**src/elpt_pkg.sv**
```systemverilog
// Shared types and codes for the edit list position translator.
`default_nettype none

package elpt_pkg;

  // Default sizing of the edit table and of the offsets.
  localparam int unsigned DEF_MAX_EDITS = 64;
  localparam int unsigned DEF_POS_WIDTH = 32;

  // Width of the offset ports and of the status port.
  localparam int unsigned PORT_POS_WIDTH = 32;
  localparam int unsigned STATUS_WIDTH   = 3;

  typedef enum logic [0:0] {
    OP_APPEND    = 1'b0,
    OP_TRANSLATE = 1'b1
  } op_t;

  typedef enum logic [STATUS_WIDTH-1:0] {
    ST_OK       = 3'd0,
    ST_INSERTED = 3'd1,
    ST_FULL     = 3'd2,
    ST_ORDER    = 3'd3,
    ST_REVERSED = 3'd4
  } status_t;

  // Control part of the query token that travels down the cell chain.
  typedef struct packed {
    logic valid;  // a query occupies this link
    logic done;   // the walk has stopped; later cells pass it on untouched
    logic ins;    // the position lies in text that an edit inserted
  } tok_ctl_t;

endpackage : elpt_pkg

`default_nettype wire

```
**src/elpt_cell.sv**
```systemverilog
// One cell of the edit chain: holds one stored edit and steps a query past it.
`default_nettype none

module elpt_cell
  import elpt_pkg::*;
#(
  parameter int unsigned IDX       = 0,
  parameter int unsigned CW        = 7,
  parameter int unsigned POS_WIDTH = DEF_POS_WIDTH
) (
  input  wire logic                 clk,
  input  wire logic                 rst_n,
  input  wire logic [CW-1:0]        count,
  input  wire logic                 wr_en,
  input  wire logic [CW-1:0]        wr_idx,
  input  wire logic [POS_WIDTH-1:0] wr_start,
  input  wire logic [POS_WIDTH:0]   wr_sl,
  input  wire logic [POS_WIDTH+1:0] wr_off,
  input  wire tok_ctl_t             tok_in,
  input  wire logic [POS_WIDTH-1:0] pos_in,
  output tok_ctl_t                  tok_out,
  output logic [POS_WIDTH-1:0]      pos_out
);

  // Stored edit: its start, start plus replacement length, and the net
  // shift (end - start - length) held modulo 2^(POS_WIDTH+2).
  logic [POS_WIDTH-1:0] start_r;
  logic [POS_WIDTH:0]   sl_r;
  logic [POS_WIDTH+1:0] off_r;

  tok_ctl_t             tok_r, tok_nxt;
  logic [POS_WIDTH-1:0] pos_r, pos_nxt;

  logic                 active;
  logic [POS_WIDTH+1:0] shifted;

  assign active  = (CW'(IDX) < count);
  assign shifted = {2'b00, pos_in} + off_r;

  always_comb begin
    tok_nxt = tok_in;
    pos_nxt = pos_in;
    if (tok_in.valid && !tok_in.done && active) begin
      if (start_r > pos_in) begin
        tok_nxt.done = 1'b1;
      end else if ({1'b0, pos_in} < sl_r) begin
        tok_nxt.done = 1'b1;
        tok_nxt.ins  = 1'b1;
      end else if (shifted[POS_WIDTH+1:POS_WIDTH] != 2'b00) begin
        pos_nxt = '1;
      end else begin
        pos_nxt = shifted[POS_WIDTH-1:0];
      end
    end
  end

  always_ff @(posedge clk) begin
    if (wr_en && (wr_idx == CW'(IDX))) begin
      start_r <= wr_start;
      sl_r    <= wr_sl;
      off_r   <= wr_off;
    end
  end

  always_ff @(posedge clk) begin
    if (!rst_n) begin
      tok_r <= '0;
    end else begin
      tok_r <= tok_nxt;
    end
  end

  always_ff @(posedge clk) begin
    pos_r <= pos_nxt;
  end

  assign tok_out = tok_r;
  assign pos_out = pos_r;

endmodule : elpt_cell

`default_nettype wire

```
**config.mk**
```make
export PLATFORM = sky130hd
export DESIGN_NAME = elpt_cell
export DESIGN_NICKNAME = d
export VERILOG_FILES = /design/src/elpt_pkg.sv /design/src/elpt_cell.sv
export SDC_FILE = /design/constraint.sdc
export NUM_CORES = 1
export LEC_CHECK = 0
export BUFFER_PORTS_ARGS = -buffer_cell sky130_fd_sc_hd__buf_2
export CAP_MARGIN = 20
export CORE_MARGIN = 3
export CORE_UTILIZATION = 54
export CTS_CLUSTER_DIAMETER = 200
export DETAILED_ROUTE_END_ITERATION = 6
export PLACE_DENSITY = 0.83
export SLEW_MARGIN = 20
export SYNTH_ARGS = -nofsm -noshare
export SYNTH_HDL_FRONTEND = slang
export SYNTH_SLANG_ARGS = --single-unit
export TNS_END_PERCENT = 20
```
**constraint.sdc**
```tcl
create_clock -name clk -period 4.5 [get_ports clk]
set_input_delay 0.9 -clock clk [delete_from_list [all_inputs] [get_ports clk]]
set_output_delay 0.9 -clock clk [all_outputs]
set_load 0.01 [all_outputs]
```
==> impl_metrics.py, run 1 <==
metrics = {
    "power_and_ir_drop": {
        "power_uw": 3080,
        "switching_power_uw": 708,
        "p_leak_uw": 0.00416,
        "p_seq_share_pct": 44.0,
        "internal-power_uw": 2370,
        "pwr-share-clk_pct": 44.4,
        "ir_drop_v": 0.000296,
        "power_frac_comb_pct": 11.5,
        "powerDensity_nw_per_um2": 337,
        "switching_share_pct": 23.0,
    },
    "die": {
        "rows": 42,
        "ioPinCount": 186,
        "initial_utilization_pct": 55.5,
        "fp.dieH_microns": 123,
        "coreArea_sq_um": 13300,
        "die-area_sq_um": 15100,
        "die_w_microns": 123,
    },
    "timing": {
        "worstMarginPinSlew_ps": 664,
        "final.setup.worst_slack_ps": 869,
        "clock.fmax_mhz": 275,
        "maxSlewHeadroom_pct": 55.8,
        "finalSetupViolations": 0,
        "rsz0062_at_grt": "false",
        "final_hold_viol_count": 0,
        "skew_ps": 9.37,
        "fin_crit_sh_pct": 80.7,
        "slew_violations": 0,
        "fin_crit_ps": 3630,
        "setup_tns_ps": 0,
    },
    "synth": {
        "synth_fp_nets": 898,
        "synth-seq-cells": 134,
        "syn_area_per_cell_sq_um": 11.3,
        "netlist.area_leader.share_pct": 40.3,
        "synth-edff-count": 99,
        "yosys.area.top_type": "edfxtp_1",
        "synthDistinctLibCells": 57,
        "syn_area_sq_um": 7380,
        "ys_async_sr_fraction_pct": 0,
        "seq_area_frac_synth_pct": 49.8,
        "synth_warnings": 0,
        "synth_area_leaders": "edfxtp_1 40%, ha_1 16%, dfxtp_1 9.5%",
        "synth_cells": 651,
        "synthFlopType": "edfxtp_1",
    },
    "setup_path": {
        "crit_path_start_kind": "primary input",
        "crit_required_ps": 4810,
        "crit_slowest_cell": "fa_1",
        "worstPathBufferInverterCount": 3,
        "cp_cell_sequence": "buf_2 > ha_1 > fa_1 > a21o_1 > a221oi_1 > buf_4 > a211o_1 > a21oi_1 > a2111o_1 > nand3_1 > nand4_2 > buf_4 > o22a_1",
        "path_common_cell": "buf_4",
        "worstPathArrival_ps": 3940,
        "path_class": "in -> reg",
        "end_kind": "flip-flop",
        "path_max_fanout": 11,
        "cpLargestDelayFamily": "compound AO/OA/AOI/OAI gates",
        "cp_slowest_stage_delay_ps": 400,
    },
    "placed_design": {
        "dp_slack_ps": 441,
        "gp_congestion": 0.920,
        "dp_hpwl_microns": 14000,
        "io_buffers": 185,
    },
    "cells_and_area": {
        "area_growth_pct": 23.9,
        "final_nets": 1097,
        "num_antenna_cells": 0,
        "drive_gt1_share_pct": 26.9,
    },
    "clock_network": {
        "htree_levels": 4,
        "path_clk_slew_ps": 50,
        "clkSinkCount": 134,
        "cts_hold_buf": 0,
        "cts.path.max_buffers": 2,
        "cts_resized": 0,
        "cts_tree": "done",
        "post_cts_buffers": 0,
        "numCtsBuffers": 17,
        "clk-insertion-delay-late_ps": 420,
        "cts_root_buf": "clkbuf_16",
    },
    "worst_hold_path": {
        "hold_path_class": "reg -> reg",
    },
    "grt": {
        "grt_pass1_wl_microns": 27600,
        "grt-ovfl-total": 0,
        "grt_pass1_vias": 5635,
        "track_usage_pct": 24.2,
        "grt_max_degree": 61,
        "antenna_found_initial": 0,
    },
    "routing": {
        "firstDrtPassIters": 5,
        "wl_per_cell_microns": 17.4,
        "drc_errors": 0,
        "first_iter_violations": 387,
        "routed_wl_microns": 18100,
        "ant_nets": 0,
        "via_count": 5846,
        "viasPerCell": 5.63,
    },
    "outcome": {
        "status": "completed",
    },
    "job": {
        "maxCapViolCount": 0,
    },
}
[worst min-delay path, delay by kind of cell (launching register included)]
kind,cells,cell delay [ps]
fa+ha+maj,1,130
compound gates,1,110
flops,1,330
[layout make-up]
cell class              instances  area, sq um
clock buffers                  20          467
flip-flops and latches        134         3670
multi-input cells             428         3370
repair buffers                192          991
inverters                      77          289
well taps                     176          220
clock inverters                12          126
fillers                      1006         4160
[per-stage QoR]
step,hold WS [ps],instance area (sq um),instances,util (%)
2_1_floorplan,540,7380,651,-
3_3_place_gp,568,8540,1007,64.2
3_5_place_dp,585,8540,1007,64.2
4_1_cts,606,9140,1039,68.7
5_1_grt,617,9140,1039,68.7
6_report,602,9140,1039,68.7
[power groups by stage]
stage,clock network (uW),logic (uW),registers (uW)
final,1370,355,1360
after global routing,1440,394,1360
after CTS,1390,354,1360
after detailed placement,0,349,1380
after global placement,0,340,1380
after floorplan,0,187,1390
[layer usage]
metal / part of all wire (%) / track usage [%] / vias up
met1: 42 / 30.2 / 2701
met3: 6.2 / 5.30 / 40
met2: 49 / 40.1 / 245
li1: - / - / 2860
met5: 0 / 0 / -
met4: 2.8 / 11.0 / 0
[cell usage after synthesis (2+ instances only)]
master / count
nor3_1: 5
o21a_1: 5
mux2i_1: 2
a221oi_1: 3
and4_1: 4
o22a_1: 30
nand3_1: 17
nand2b_1: 5
xor2_1: 9
a41o_1: 3
o41ai_1: 2
dfxtp_1: 35
o32a_1: 3
a31o_2: 3
nand4_1: 12
a21oi_1: 56
clkbuf_1: 11
nor4_1: 5
and3_1: 7
a31oi_1: 9
edfxtp_1: 99
ha_1: 95
or2_2: 3
o21ai_0: 22
nand2_1: 27
o31ai_1: 3
a2111oi_0: 3
nor2_1: 22
nor2b_1: 3
a221o_1: 4
or3_1: 2
a21o_1: 14
o311ai_0: 2
inv_1: 77
o21bai_1: 3
a211oi_1: 4
xnor2_1: 17
and2_1: 3
o211ai_1: 4
[cell usage in the layout, fill, tap and decap left out, types with 4 or more instances in the layout]
master	n
ha_1	95
edfxtp_1	99
xnor2_1	17
a31oi_1	9
nor3_1	5
xor2_1	9
nand2b_1	5
a21oi_1	56
a221o_1	4
o22a_1	30
o21ai_0	22
buf_4	6
a21o_1	14
nand4_1	12
buf_2	185
and3_1	7
nand3_1	17
dfxtp_1	35
inv_1	77
clkinvlp_4	4
o21a_1	5
nor4_1	5
nor2_1	22
clkbuf_16	17
nand2_1	27
and4_1	4
o211ai_1	4
a211oi_1	4
[sequential cells by signal, summed over array words and instances, names as in the netlist]
name and cells:
sl_r 33, pos_out 32, off_r 34, tok_out 3, start_r 32
[logic make-up (layout without fill, tap and decap cells)]
group | Yosys count | after routing | synth area share, %
XOR/XNOR | 26 | 26 | 3.09
AO/OA/AOI/OAI | 182 | 182 | 17.0
adder cells (fa/ha/maj) | 96 | 96 | 16.4
AND/OR/NAND/NOR | 122 | 122 | 8.91
buffers and inverters | 89 | 301 | 4.58
multiplexers | 2 | 2 | 0.271
flip-flops | 134 | 134 | 49.8
[path summary, 6_finish.rpt]
check	start	slack [ps]	cells after the start	endpoint
setup reg to reg	off_r[0]	1110	12	pos_out[8]
hold / removal	off_r[0]	600	2	pos_out[0]
setup / recovery	pos_in[0]	870	13	pos_out[8]
hold reg to reg	off_r[0]	600	2	pos_out[0]
Power figures use the tool's default switching activity.
==> run 2: changes to the inputs <==
Clock period 4.5 ns to 3.6 ns, I/O delays scaled along.
==> impl_metrics.py, run 2 (same netlist as run 1, synthesis figures left out) <==
metrics = {
    "die": {
        "fp.dieH_microns": 123,
        "rows": 42,
        "initial_utilization_pct": 55.5,
        "coreArea_sq_um": 13300,
        "die-area_sq_um": 15100,
        "die_w_microns": 123,
        "ioPinCount": 186,
    },
    "clock_network": {
        "path_clk_slew_ps": 60,
        "clkSinkCount": 134,
        "cts_root_buf": "clkbuf_16",
        "cts_hold_buf": 0,
        "htree_levels": 4,
        "numCtsBuffers": 17,
        "post_cts_buffers": 0,
        "cts_resized": 0,
        "cts_tree": "done",
        "cts.path.max_buffers": 2,
        "clk-insertion-delay-late_ps": 430,
    },
    "timing": {
        "fin_crit_sh_pct": 91.8,
        "skew_ps": 8.29,
        "clock.fmax_mhz": 303,
        "fin_crit_ps": 3300,
        "finalSetupViolations": 0,
        "slew_violations": 0,
        "worstMarginPinSlew_ps": 493,
        "final_hold_viol_count": 0,
        "maxSlewHeadroom_pct": 66.3,
        "rsz0062_at_grt": "false",
        "setup_tns_ps": 0,
    },
    "power_and_ir_drop": {
        "powerDensity_nw_per_um2": 409,
        "switching_power_uw": 885,
        "ir_drop_v": 0.000341,
        "p_leak_uw": 0.00429,
        "power_frac_comb_pct": 12.3,
        "power_uw": 3820,
        "pwr-share-clk_pct": 43.4,
        "internal-power_uw": 2940,
        "switching_share_pct": 23.2,
        "p_seq_share_pct": 44.4,
    },
    "cells_and_area": {
        "final_nets": 1127,
        "largest_reg_flops": 34,
        "top_register": "off_r",
        "multi_input_area_sq_um": 3370,
        "seqCellArea_sq_um": 3670,
        "final_common_cell": "buf_2",
        "drive_gt1_share_pct": 28.7,
        "reg_top3": "off_r (34), sl_r (33)",
        "mostFrequentLayoutCells": "185 x buf_2, 99 x edfxtp_1, 95 x ha_1, 77 x inv_1, 56 x a21oi_1",
        "fill_cells": 988,
        "area_growth_pct": 26.5,
    },
    "routing": {
        "first_iter_violations": 422,
        "drc_errors": 0,
        "firstDrtPassIters": 5,
        "via_count": 5992,
        "viasPerCell": 5.59,
        "ant_nets": 0,
        "routed_wl_microns": 18400,
        "wl_per_cell_microns": 17.2,
    },
    "setup_path": {
        "r2r_start": "off_r[0]",
        "cp_cell_sequence": "buf_2 > ha_1 > fa_1 > a21o_1 > a221oi_1 > buf_4 > a211o_1 > a21oi_1 > a2111o_1 > nand3_1 > nand4_2 > buf_4 > o22a_1",
        "worstPathArrival_ps": 3610,
        "crit_required_ps": 3900,
        "path_common_cell": "buf_4",
        "end_kind": "flip-flop",
        "crit_path_start_kind": "primary input",
        "crit_start": "pos_in[0]",
        "cp_slowest_stage_delay_ps": 400,
        "crit_slowest_cell": "fa_1",
        "path_class": "in -> reg",
        "path_max_fanout": 11,
    },
    "placed_design": {
        "io_buffers": 185,
        "gp_congestion": 0.934,
        "dp_hpwl_microns": 14000,
    },
    "grt": {
        "grt_pass1_vias": 5967,
        "grt_pass1_wl_microns": 28800,
        "grt_max_degree": 58,
        "grt-ovfl-total": 0,
        "antenna_found_initial": 2,
        "track_usage_pct": 25.1,
    },
    "outcome": {
        "status": "completed",
    },
    "worst_hold_path": {
        "hp-start": "wr_sl[11]",
        "hold_path_class": "in -> reg",
    },
    "job": {
        "maxCapViolCount": 0,
    },
}
==> run 2: critical path, delay by kind of cell <==
| kind | cells | cell delay, ps |
|---|---|---|
| AO/OA/AOI/OAI | 6 | 1300 |
| buffers and inverters | 3 | 590 |
| AND/OR/NAND/NOR | 2 | 380 |
| adder cells (fa/ha/maj) | 2 | 620 |
==> run 2: stage by stage <==
stage	cells	hold WS, ps	setup WS [ps]	cell area [sq um]	util [%]
2_1_floorplan	651	540	135	7380	-
3_3_place_gp	1037	562	-34.8	8770	65.9
3_5_place_dp	1037	573	-95.9	8770	65.9
4_1_cts	1069	452	330	9330	70.1
5_1_grt	1071	453	152	9330	70.2
6_report	1071	465	296	9330	70.2
==> run 2: worst paths after layout <==
path            endpoint  slack (ps)  depth (start not counted)
min             sl_r[11]         460                          1
max          pos_out[28]         300                         13
max reg2reg  pos_out[28]         340                         12
min reg2reg   pos_out[0]         580                          2
==> run 2: routing by layer <==
metal / up-vias / global-route usage (%) / share of wire [%] / wire length [microns]
li1: 2926 / - / - / -
met1: 2816 / 31.1 / 42 / 7740
met2: 207 / 41.2 / 50 / 9140
met3: 43 / 5.85 / 5.3 / 979
met4: 0 / 12.6 / 3.2 / 587
met5: - / 0 / 0 / 0
==> run 2: layout make-up <==
class / instances / share of cell area, %
Antenna cell: 2 / 0.0536
Clock buffer: 21 / 4.83
Clock inverter: 11 / 1.17
Inverter: 77 / 3.10
Multi-Input combinational cell: 428 / 36.1
Sequential cell: 134 / 39.4
Tap cell: 176 / 2.36
Timing Repair Buffer: 222 / 13.0
==> run 2: power groups by stage <==
| stage | registers, uW | clock network [uW] | logic, uW |
|---|---|---|---|
| after global placement | 1730 | 0 | 447 |
| after floorplan | 1740 | 0 | 234 |
| final | 1690 | 1660 | 468 |
| after global routing | 1700 | 1760 | 520 |
| after CTS | 1690 | 1680 | 466 |
| after detailed placement | 1730 | 0 | 458 |
==> run 3: changes to the inputs <==
==> constraint.sdc (replaced) <==
create_clock -name clk -period 3.6 [get_ports clk]
set_input_delay 0.18 -clock clk [delete_from_list [all_inputs] [get_ports clk]]
set_output_delay 0.18 -clock clk [all_outputs]
set_load 0.01 [all_outputs]
==> impl_metrics.py, run 3 (same netlist as run 1, synthesis figures left out) <==
metrics = {
    "timing": {
        "setup_tns_ps": 0,
        "skew_ps": 13.0,
        "rsz0062_at_grt": "false",
        "fin_crit_sh_pct": 92.8,
        "fin_hold_ws_ps": 31.6,
        "final_hold_viol_count": 0,
        "clock.fmax_mhz": 299,
        "worstMarginPinSlew_ps": 722,
        "finalSetupViolations": 0,
        "maxSlewHeadroom_pct": 51.8,
        "fin_crit_ps": 3340,
        "final.setup.worst_slack_ps": 259,
        "slew_violations": 0,
    },
    "clock_network": {
        "numCtsBuffers": 17,
        "cts_root_buf": "clkbuf_16",
        "path_clk_slew_ps": 60,
        "htree_levels": 4,
        "post_cts_buffers": 0,
        "cts_tree": "done",
        "cts.path.max_buffers": 2,
        "clk-insertion-delay-late_ps": 430,
        "clkSinkCount": 134,
    },
    "grt": {
        "track_usage_pct": 28.4,
        "antenna_found_initial": 0,
        "grt-ovfl-total": 0,
        "grt_pass1_vias": 6590,
        "grt_max_degree": 59,
        "grt_pass1_wl_microns": 32400,
    },
    "cells_and_area": {
        "finalNonFillerCells": 1141,
        "top_register": "off_r",
        "final_common_cell": "buf_2",
        "final_nets": 1199,
        "largest_reg_flops": 34,
        "drive_gt1_share_pct": 24.1,
        "reg_top3": "off_r (34), sl_r (33)",
        "mostFrequentLayoutCells": "185 x buf_2, 100 x dlygate4sd3_1, 99 x edfxtp_1, 95 x ha_1, 77 x inv_1",
        "area_growth_pct": 37.8,
        "final_cell_area_sq_um": 10200,
        "num_antenna_cells": 0,
    },
    "routing": {
        "ant_nets": 0,
        "wl_met2_microns": 10800,
        "via_count": 6497,
        "firstDrtPassIters": 5,
        "drc_errors": 0,
        "routed_wl_microns": 21000,
        "highest_layer": "met4",
        "wl_met3_microns": 1340,
        "first_iter_violations": 432,
        "viasPerCell": 5.69,
        "met1_length_microns": 8040,
        "wl_per_cell_microns": 18.4,
    },
    "placed_design": {
        "dp.cells": 1009,
        "placed_area_sq_um": 8560,
        "dp_hpwl_microns": 13800,
        "gp_congestion": 0.884,
        "io_buffers": 185,
        "dp_slack_ps": 169,
    },
    "setup_path": {
        "worstPathArrival_ps": 3640,
        "crit_slowest_cell": "fa_1",
        "cp_cell_sequence": "ha_1 > fa_1 > a21o_1 > a221oi_1 > a211o_1 > a21oi_1 > a2111o_1 > nand3_1 > nand4_4 > buf_4 > o22a_1",
        "cp_slowest_stage_delay_ps": 410,
        "path_max_fanout": 17,
        "crit_path_start_kind": "flip-flop",
        "crit_required_ps": 3900,
        "end_kind": "flip-flop",
        "r2r_start": "off_r[0]",
        "crit_start": "off_r[0]",
        "path_class": "reg -> reg",
    },
    "power_and_ir_drop": {
        "powerDensity_nw_per_um2": 395,
        "p_leak_uw": 0.00459,
        "ir_drop_v": 0.000403,
    },
    "worst_hold_path": {
        "hold_path_class": "in -> reg",
        "hp-start": "rst_n",
    },
    "die": {
        "die-area_sq_um": 15100,
        "initial_utilization_pct": 55.5,
        "fp.dieH_microns": 123,
        "coreArea_sq_um": 13300,
        "rows": 42,
        "die_w_microns": 123,
        "ioPinCount": 186,
    },
    "outcome": {
        "status": "completed",
    },
    "job": {
        "maxCapViolCount": 0,
    },
}
==> run 3: cell types whose count changed in the layout (fill, tap and decap cells not counted), sizes merged <==
| cell | change |
|---|---|
| dlygate4sd3 | +100 |
| buf | -28 |
| diode | -2 |
| bufinv | +1 |
| clkbuf | -1 |
| clkinv | -1 |
| clkinvlp | +1 |
==> run 3: worst max-delay path, delay by kind of cell, from the launching register on <==
kind                     cells  cell delay, ps
AO/OA/AOI/OAI                6            1570
buffers and inverters        1             290
adder cells (fa/ha/maj)      2             630
AND/OR/NAND/NOR              2             370
flip-flops                   1             360
==> run 3: cell type report <==
class	count	area [sq um]
repair buffers	294	2010
well taps	176	220
flip-flops and latches	134	3670
inverters	77	289
clock buffers	20	447
clock inverters	12	154
fillers	874	3130
multi-input cells	428	3380
==> run 3: metrics by stage <==
step / utilization [%] / total power [uW]
2_1_floorplan: - / 1970
3_3_place_gp: 64.4 / 2150
3_5_place_dp: 64.4 / 2160
6_report: 76.5 / 4020
5_1_grt: 76.5 / 4150
4_1_cts: 76.4 / 3990
==> run 3: power by group <==
group	total [uW]	switching [uW]	internal [uW]
sequential	1690	9.47	1680
combinational	543	261	281
clock	1780	674	1110
==> run 3: worst paths after layout <==
kind / cells after the start / slack [ps] / endpoint
max: 11 / 260 / pos_out[6]
max reg2reg: 11 / 260 / pos_out[6]
min reg2reg: 2 / 580 / pos_out[0]
min: 2 / 30 / tok_out[2]
==> run 3: per-layer routing <==
| layer | up-vias | global-route usage (%) |
|---|---|---|
| met5 | - | 0 |
| met4 | 0 | 15.3 |
| met3 | 67 | 5.12 |
| met2 | 323 | 48.9 |
| met1 | 3036 | 33.8 |
| li1 | 3071 | - |
==> run 3: timing repair <==
action	in CTS	in global routing
hold endpoints to repair	100	0
hold buffers	100	0
setup endpoints to repair	0	9
resized for setup	0	1
